`config.mk`:
```
export PLATFORM = sky130hd
export DESIGN_NAME = seven_segment_mux_display
export DESIGN_NICKNAME = d
export VERILOG_FILES = /design/src/rtl/ssd_pkg.sv /design/src/rtl/seven_segment_mux_display.sv
export VERILOG_INCLUDE_DIRS = /design/src /design/src/rtl
export SDC_FILE = /design/constraint.sdc
export NUM_CORES = 1
export LEC_CHECK = 0
export BUFFER_PORTS_ARGS = -buffer_cell sky130_fd_sc_hd__buf_2
export CELL_PAD_IN_SITES_DETAIL_PLACEMENT = 0
export CELL_PAD_IN_SITES_GLOBAL_PLACEMENT = 1
export CORE_ASPECT_RATIO = 0.9
export CORE_MARGIN = 2
export CORE_UTILIZATION = 55
export CTS_CLUSTER_SIZE = 16
export DETAILED_ROUTE_END_ITERATION = 8
export GPL_ROUTABILITY_DRIVEN = 0
export PLACE_DENSITY = 0.91
export RECOVER_POWER = 25
export SLEW_MARGIN = 20
export SYNTH_ARGS = -nofsm -noshare
export SYNTH_HDL_FRONTEND = slang
export SYNTH_SLANG_ARGS = --single-unit
```
`constraint.sdc`:
```
create_clock -name clock -period 17.2 [get_ports clock]
set_input_delay 5.16 -clock clock [delete_from_list [all_inputs] [get_ports clock]]
set_output_delay 5.16 -clock clock [all_outputs]
set_load 0.01 [all_outputs]
```
`src/rtl/seven_segment_mux_display_assert.svh`:
```
// Assertion macros for the seven-segment display driver.
`ifndef SEVEN_SEGMENT_MUX_DISPLAY_ASSERT_SVH
`define SEVEN_SEGMENT_MUX_DISPLAY_ASSERT_SVH

`ifndef ASSERT_OFF

// Same-cycle implication, checked at each rising clock edge outside reset.
`define SSD_ASSERT_SAME(lbl, clk, rst, ante, cons) \
   lbl: assert property (@(posedge clk) disable iff (rst) (ante) |-> (cons)) \
      else $error("seven segment display: same-cycle check failed");

// Next-cycle implication, checked at each rising clock edge outside reset.
`define SSD_ASSERT_NEXT(lbl, clk, rst, ante, cons) \
   lbl: assert property (@(posedge clk) disable iff (rst) (ante) |=> (cons)) \
      else $error("seven segment display: next-cycle check failed");

`else

`define SSD_ASSERT_SAME(lbl, clk, rst, ante, cons)
`define SSD_ASSERT_NEXT(lbl, clk, rst, ante, cons)

`endif

`endif

```
`src/rtl/ssd_pkg.sv`:
```
// Package with the item types, command codes and glyph table of the display driver.
package ssd_pkg;

   localparam int DIGIT_COUNT = 4;
   localparam int SCAN_W      = $clog2(DIGIT_COUNT);

   localparam logic [2:0] CMD_SCAN  = 3'd0;
   localparam logic [2:0] CMD_DEC   = 3'd1;
   localparam logic [2:0] CMD_HEX   = 3'd2;
   localparam logic [2:0] CMD_LOAD  = 3'd3;
   localparam logic [2:0] CMD_CLEAR = 3'd4;

   localparam logic [7:0]  CODE_BLANK = 8'hFF;
   localparam logic [7:0]  CODE_DASH  = 8'hBF;
   localparam logic [15:0] DEC_LIMIT  = 16'd9999;

   // Active-low glyphs for 0..F.
   localparam logic [7:0] GLYPHS [16] = '{
      8'hC0, 8'hF9, 8'hA4, 8'hB0, 8'h99, 8'h92, 8'h82, 8'hF8,
      8'h80, 8'h90, 8'h88, 8'h83, 8'hC6, 8'hA1, 8'h86, 8'h8E
   };

   typedef struct packed {
      logic [2:0]  cmd;
      logic [15:0] number;
      logic [1:0]  position;
      logic [7:0]  seg_code;
      logic [7:0]  buf_len;
   } ssd_req_type;

   typedef struct packed {
      logic [7:0]             segments;
      logic [DIGIT_COUNT-1:0] digit_enable_n;
   } ssd_rsp_type;

endpackage

```
`src/rtl/seven_segment_mux_display.sv`:
```
// Four-digit multiplexed seven-segment display driver, top level.
//
// Input channel (req_valid/req_ready/req_data) takes commands: scan tick,
// show decimal, show hex, load one entry, clear. Result channel
// (rsp_valid/rsp_ready/rsp_data) returns the segment and digit-enable port
// values for each scan tick and each clear; other commands give no result.
// An accepted item is registered in the input register, executed against the
// digit buffer when it leaves that register, and its result is registered in
// the output register. Unless a stall holds the input register,
// one item is accepted per clock. The decimal divisions by 1000, 100 and 10
// are reciprocal multiplies done ahead of the input register, so the
// execute step is only subtracts, a compare and the glyph table.
// When the receiver stalls, results wait in the output register; the input
// register holds the next item and stops only if that item also makes a
// result. Commands without a result keep flowing during a stall.
// Synchronous reset blanks all four digits, sets the scan index to digit 0
// and empties both registers; the block accepts items right after reset.
`include "seven_segment_mux_display_assert.svh"

module seven_segment_mux_display (
   input  logic                clock,
   input  logic                reset,
   input  logic                req_valid,
   output logic                req_ready,
   input  ssd_pkg::ssd_req_type req_data,
   output logic                rsp_valid,
   input  logic                rsp_ready,
   output ssd_pkg::ssd_rsp_type rsp_data
);
   import ssd_pkg::*;

   // Reciprocals, exact for numbers up to 9999.
   localparam logic [13:0] RECIP_1000 = 14'd8389;  // 2^23 / 1000
   localparam logic [12:0] RECIP_100  = 13'd5243;  // 2^19 / 100
   localparam logic [12:0] RECIP_10   = 13'd6554;  // 2^16 / 10

   ssd_req_type stg_req_ff;
   logic        stg_valid_ff, stg_valid_in;
   logic [3:0]  stg_q1000_ff, stg_q1000_in;
   logic [6:0]  stg_q100_ff, stg_q100_in;
   logic [9:0]  stg_q10_ff, stg_q10_in;
   logic [29:0] prod_1000;
   logic [28:0] prod_100;
   logic [28:0] prod_10;

   logic [7:0]        codes_ff [DIGIT_COUNT];
   logic [7:0]        codes_in [DIGIT_COUNT];
   logic [SCAN_W-1:0] scan_ff, scan_in;

   logic        rsp_valid_ff, rsp_valid_in;
   ssd_rsp_type rsp_data_ff, rsp_data_in;

   logic        stg_has_rsp, stg_fire, req_take;
   logic [6:0]  rem_100;
   logic [9:0]  rem_10;
   logic [15:0] rem_1;
   logic [3:0]  dec_digit [DIGIT_COUNT];
   logic [7:0]  dec_codes [DIGIT_COUNT];
   logic [7:0]  scan_code;

   // Handshake and pipeline control.
   assign stg_has_rsp = (stg_req_ff.cmd == CMD_SCAN) || (stg_req_ff.cmd == CMD_CLEAR);
   assign stg_fire    = stg_valid_ff && (!stg_has_rsp || !rsp_valid_ff || rsp_ready);
   assign req_ready   = !stg_valid_ff || stg_fire;
   assign req_take    = req_valid && req_ready;
   assign stg_valid_in = req_ready ? req_valid : stg_valid_ff;

   // Quotients are formed before the input register.
   assign prod_1000    = req_data.number * RECIP_1000;
   assign prod_100     = req_data.number * RECIP_100;
   assign prod_10      = req_data.number * RECIP_10;
   assign stg_q1000_in = prod_1000[26:23];
   assign stg_q100_in  = prod_100[25:19];
   assign stg_q10_in   = prod_10[25:16];

   // Decimal digits from the quotients; only meaningful up to 9999.
   assign rem_100 = stg_q100_ff - (({3'b000, stg_q1000_ff} << 3) + ({3'b000, stg_q1000_ff} << 1));
   assign rem_10  = stg_q10_ff - (({3'b000, stg_q100_ff} << 3) + ({3'b000, stg_q100_ff} << 1));
   assign rem_1   = stg_req_ff.number - (({6'b0, stg_q10_ff} << 3) + ({6'b0, stg_q10_ff} << 1));

   always_comb begin
      dec_digit[0] = stg_q1000_ff;
      dec_digit[1] = rem_100[3:0];
      dec_digit[2] = rem_10[3:0];
      dec_digit[3] = rem_1[3:0];
      if (stg_req_ff.number > DEC_LIMIT) begin
         for (int i = 0; i < DIGIT_COUNT; i++) begin
            dec_codes[i] = CODE_DASH;
         end
      end else begin
         // Leading zeros blank; the last digit always shows.
         dec_codes[0] = (dec_digit[0] == 4'd0) ? CODE_BLANK : GLYPHS[dec_digit[0]];
         dec_codes[1] = (dec_digit[0] == 4'd0 && dec_digit[1] == 4'd0) ?
                        CODE_BLANK : GLYPHS[dec_digit[1]];
         dec_codes[2] = (dec_digit[0] == 4'd0 && dec_digit[1] == 4'd0 &&
                         dec_digit[2] == 4'd0) ? CODE_BLANK : GLYPHS[dec_digit[2]];
         dec_codes[3] = GLYPHS[dec_digit[3]];
      end
   end

   assign scan_code = codes_ff[scan_ff];

   // Execute step: buffer update, scan advance and result formation.
   always_comb begin
      codes_in    = codes_ff;
      scan_in     = scan_ff;
      rsp_data_in = rsp_data_ff;
      if (stg_fire) begin
         unique case (stg_req_ff.cmd)
            CMD_SCAN: begin
               if (scan_code != CODE_BLANK) begin
                  rsp_data_in.segments       = scan_code;
                  rsp_data_in.digit_enable_n =
                     ~({{(DIGIT_COUNT-1){1'b0}}, 1'b1} << scan_ff);
               end else begin
                  rsp_data_in.segments       = CODE_BLANK;
                  rsp_data_in.digit_enable_n = '1;
               end
               scan_in = scan_ff + 1'b1;
            end
            CMD_DEC: begin
               codes_in = dec_codes;
            end
            CMD_HEX: begin
               for (int i = 0; i < DIGIT_COUNT; i++) begin
                  codes_in[i] = GLYPHS[stg_req_ff.number[(DIGIT_COUNT-1-i)*4 +: 4]];
               end
            end
            CMD_LOAD: begin
               codes_in[stg_req_ff.position] =
                  ({6'b0, stg_req_ff.position} < stg_req_ff.buf_len) ?
                  stg_req_ff.seg_code : CODE_BLANK;
            end
            CMD_CLEAR: begin
               for (int i = 0; i < DIGIT_COUNT; i++) begin
                  codes_in[i] = CODE_BLANK;
               end
               scan_in = '0;
               rsp_data_in.segments       = CODE_BLANK;
               rsp_data_in.digit_enable_n = '1;
            end
            default: begin
            end
         endcase
      end
   end

   always_comb begin
      if (stg_fire && stg_has_rsp) begin
         rsp_valid_in = 1'b1;
      end else if (rsp_ready) begin
         rsp_valid_in = 1'b0;
      end else begin
         rsp_valid_in = rsp_valid_ff;
      end
   end

   always_ff @(posedge clock) begin
      if (reset) begin
         stg_valid_ff <= 1'b0;
         rsp_valid_ff <= 1'b0;
         scan_ff      <= '0;
         for (int i = 0; i < DIGIT_COUNT; i++) begin
            codes_ff[i] <= CODE_BLANK;
         end
      end else begin
         stg_valid_ff <= stg_valid_in;
         rsp_valid_ff <= rsp_valid_in;
         scan_ff      <= scan_in;
         codes_ff     <= codes_in;
      end
   end

   always_ff @(posedge clock) begin
      if (req_take) begin
         stg_req_ff   <= req_data;
         stg_q1000_ff <= stg_q1000_in;
         stg_q100_ff  <= stg_q100_in;
         stg_q10_ff   <= stg_q10_in;
      end
      rsp_data_ff <= rsp_data_in;
   end

   assign rsp_valid = rsp_valid_ff;
   assign rsp_data  = rsp_data_ff;

   // A lit digit is always exactly one enable; an unlit port shows no segments.
   `SSD_ASSERT_SAME(a_one_digit, clock, reset,
      rsp_valid_ff && (rsp_data_ff.digit_enable_n != '1), $onehot(~rsp_data_ff.digit_enable_n))
   `SSD_ASSERT_SAME(a_dark_port, clock, reset,
      rsp_valid_ff && (rsp_data_ff.digit_enable_n == '1), rsp_data_ff.segments == CODE_BLANK)
   `SSD_ASSERT_NEXT(a_clear_scan, clock, reset,
      stg_fire && (stg_req_ff.cmd == CMD_CLEAR), scan_ff == '0)

endmodule

```
==> flow_metrics.tcl <==
set metrics [dict create \
    status "finished clean" \
    synth_edf_count 61 \
    grt_pass1_wl_um 54400 \
    drive_above_1_share_pct 6.05 \
    power_leakage_nw 7.46 \
    hpwl_um 27200 \
    clock_insertion_delay_worst_skew_ns 0.36 \
    path_cells "buf_2, nand4b_1, buf_2" \
    cts_made_buffers 9 \
    dieArea_um2 27400 \
    h-tree-depth 3 \
    ys_types 73 \
    powerDensity_nw_per_um2 133 \
    via_per_inst 5.57 \
    cp-start-kind "input port" \
    cts.repair.resized 0 \
    nFillCells 2187 \
    grt_use_total_pct 25.4 \
    crit_cells 3 \
    rows 56 \
    hold_class "reg2reg" \
    grt_pass1_vias 10444 \
    initial_utilization_pct 55.5 \
    fin_total_pwr_mw 2.03 \
    hold_ws_ns 0.455 \
    path_delay_family "buffers and inverters" \
    ant_nets 0 \
    fin_skew_ns 0.00652 \
    ios 55 \
    hold_violations 0 \
    ys_ff_latch 97 \
    r2r_cells 9 \
    cts_tree "done" \
    post-route-period-util_pct 62.8 \
    setup_viol 0 \
    path_common_cell "buf_2" \
    io_buffer_count 54 \
    grt-ovfl-total 0 \
    max_slew_margin_pct 32.9 \
    syn_nets 2002 \
    clkSinkCount 97 \
    drtIter0Drc 674 \
    path_buf_inv 2 \
    period_needed_ns 10.80 \
    r2r-end "codes_ff[21]" \
    holdBufCountCts 0 \
    die_x_um 174 \
    die_h_um 157 \
    synth_area_um2 14400 \
    syn_inst 1538 \
    worst_pin_slew_ns 1.01 \
    slew_viol_final 0 \
    nets 2030 \
    cp.arrival_ns 5.64 \
    reg2reg_slack_ns 14.03 \
    antenna_found_initial 0 \
    post_cts_buffers 0 \
    critPathLaunch "rsp_ready" \
    wl_per_cell_um 17.6 \
    fmax_mhz 92.6 \
    synthFlopType "edfxtp_1" \
    required_ns 12.04 \
    ys_warn_count 0 \
    maxCapViolations 0 \
    cts_root_buf "clkbuf_16" \
    cpPeakStageDelay_ns 0.20 \
    grt_max_degree 56 \
    crit_slowest_cell "nand4b_1" \
    drt_wl_total_um 33700 \
    synth_area_per_cell_um2 9.34 \
    endpoint "req_ready" \
    path_clk_slew_ns 0.07 \
    worstPathMaxFanout 3 \
    vias 10686 \
    reg2reg_from "stg_req_ff[30]" \
    setup-tns-final_ns 0 \
    rsz0062_at_grt "no" \
    criticalPathCategory "in2out" \
    stdcell_area_um2 15200 \
    placed_area_um2 14900 \
    worstSetupEndpointType "output pin" \
    firstDrtPassIters 5 \
    peakVddDrop_mv 0.0931 \
    async_flop_share_pct 0 \
    antenna_cells 0 \
    synth.yosys.seq_area_share_pct 17.8 \
    cts_buffer_depth 2 \
    post-route-drc-count 0 \
    core_um2 25900 \
    area_growth_pct 6.16 \
]
==> synth_stat cells, drive strengths merged (9+ instances only) <==
library cell | n | share of area, %
nand2b | 17 | 0.74
inv | 339 | 8.9
nand2 | 67 | 1.8
nand4 | 11 | 0.48
a21o | 14 | 0.73
clkbuf | 35 | 0.91
ha | 277 | 24
dfxtp | 36 | 5.0
o22ai | 9 | 0.39
a31oi | 21 | 0.91
mux4 | 10 | 1.6
nor3 | 15 | 0.56
o21ai | 95 | 3.3
and2 | 13 | 0.57
xnor2 | 36 | 2.2
or2 | 9 | 0.39
edfxtp | 61 | 13
fa | 146 | 20
a21oi | 93 | 3.2
a211oi | 23 | 1.2
nor2b | 13 | 0.57
xor2 | 14 | 0.85
nor2 | 70 | 1.9
==> worst min-delay path: stages, from the launching register on <==
cell	delay [ns]
dfxtp_1	0.32
inv_1	0.05
a21oi_1	0.05
==> kinds of logic after synthesis <==
logic type                 count (synthesis)  synth area share, %
AOI/OAI and AO/OA                        321                 13.7
xor gates and xnor gates                  52                 3.36
adders and majority gates                423                 44.5
buffers and inverters                    381                 10.0
DFF                                       97                 17.8
muxes                                     15                 1.96
and+or+nand+nor                          249                 8.66
==> worst min path at each step <==
stage	start	endpoint	slack, ns	depth (start not counted)
2_1_floorplan	codes_ff[30]	codes_ff[30]	0.42	2
3_3_place_gp	codes_ff[30]	codes_ff[30]	0.44	2
3_5_place_dp	codes_ff[30]	codes_ff[30]	0.45	2
4_1_cts	codes_ff[30]	codes_ff[30]	0.46	2
5_1_grt	codes_ff[30]	codes_ff[30]	0.48	2
6_report	codes_ff[30]	codes_ff[30]	0.45	2
==> flip-flops by register name (all words and copies together), names as in the netlist <==
register	flops
rsp_valid	1
scan_ff	2
stg_q100_ff	4
rsp_data	12
stg_q10_ff	4
stg_req_ff	37
codes_ff	32
stg_valid_ff	1
stg_q1000_ff	4
==> per-layer routing <==
layer	GRT usage (%)	vias to the layer above	routed length, µm
li1	-	5193	-
met1	34.5	5104	15200
met2	42.8	324	15900
met3	3.99	65	1950
met4	6.32	0	767
met5	0	-	0
==> layout make-up <==
class | instances | area [µm²] | area share [%]
timing repair buffer | 59 | 294 | 1.93
multi-input combinational | 1060 | 10400 | 68.1
clock inverter | 7 | 81.3 | 0.534
tap | 348 | 435 | 2.86
sequential | 97 | 2550 | 16.7
inverter | 339 | 1270 | 8.35
clock buffer | 9 | 225 | 1.48
==> power breakdown <==
part           switching [mW]  leakage [nW]  total, mW  internal, mW
logic                   0.869          6.45       1.50         0.629
clock network           0.103         0.150      0.207         0.104
registers              0.0304         0.865      0.325         0.295
total                    1.00          7.46       2.03          1.03
==> cells in the final DEF (no fill, tap or decap), types with 23 or more instances in the layout <==
master,instances
a21oi_1,93
o21ai_0,94
inv_1,338
nand2_1,67
dfxtp_1,36
edfxtp_1,61
buf_2,43
nor2_1,69
ha_1,277
a211oi_1,23
fa_1,146
xnor2_1,35
==> metrics by stage <==
| stage | util [%] | std cells | setup slack (ns) |
|---|---|---|---|
| floorplan | - | 1538 | 6.64 |
| global placement | 57.8 | 1903 | 6.43 |
| detailed placement | 57.8 | 1903 | 6.39 |
| CTS | 59.0 | 1919 | 6.39 |
| global route | 59.0 | 1919 | 6.37 |
| finish | 59.0 | 1919 | 6.40 |
Power figures use the tool's default switching activity.
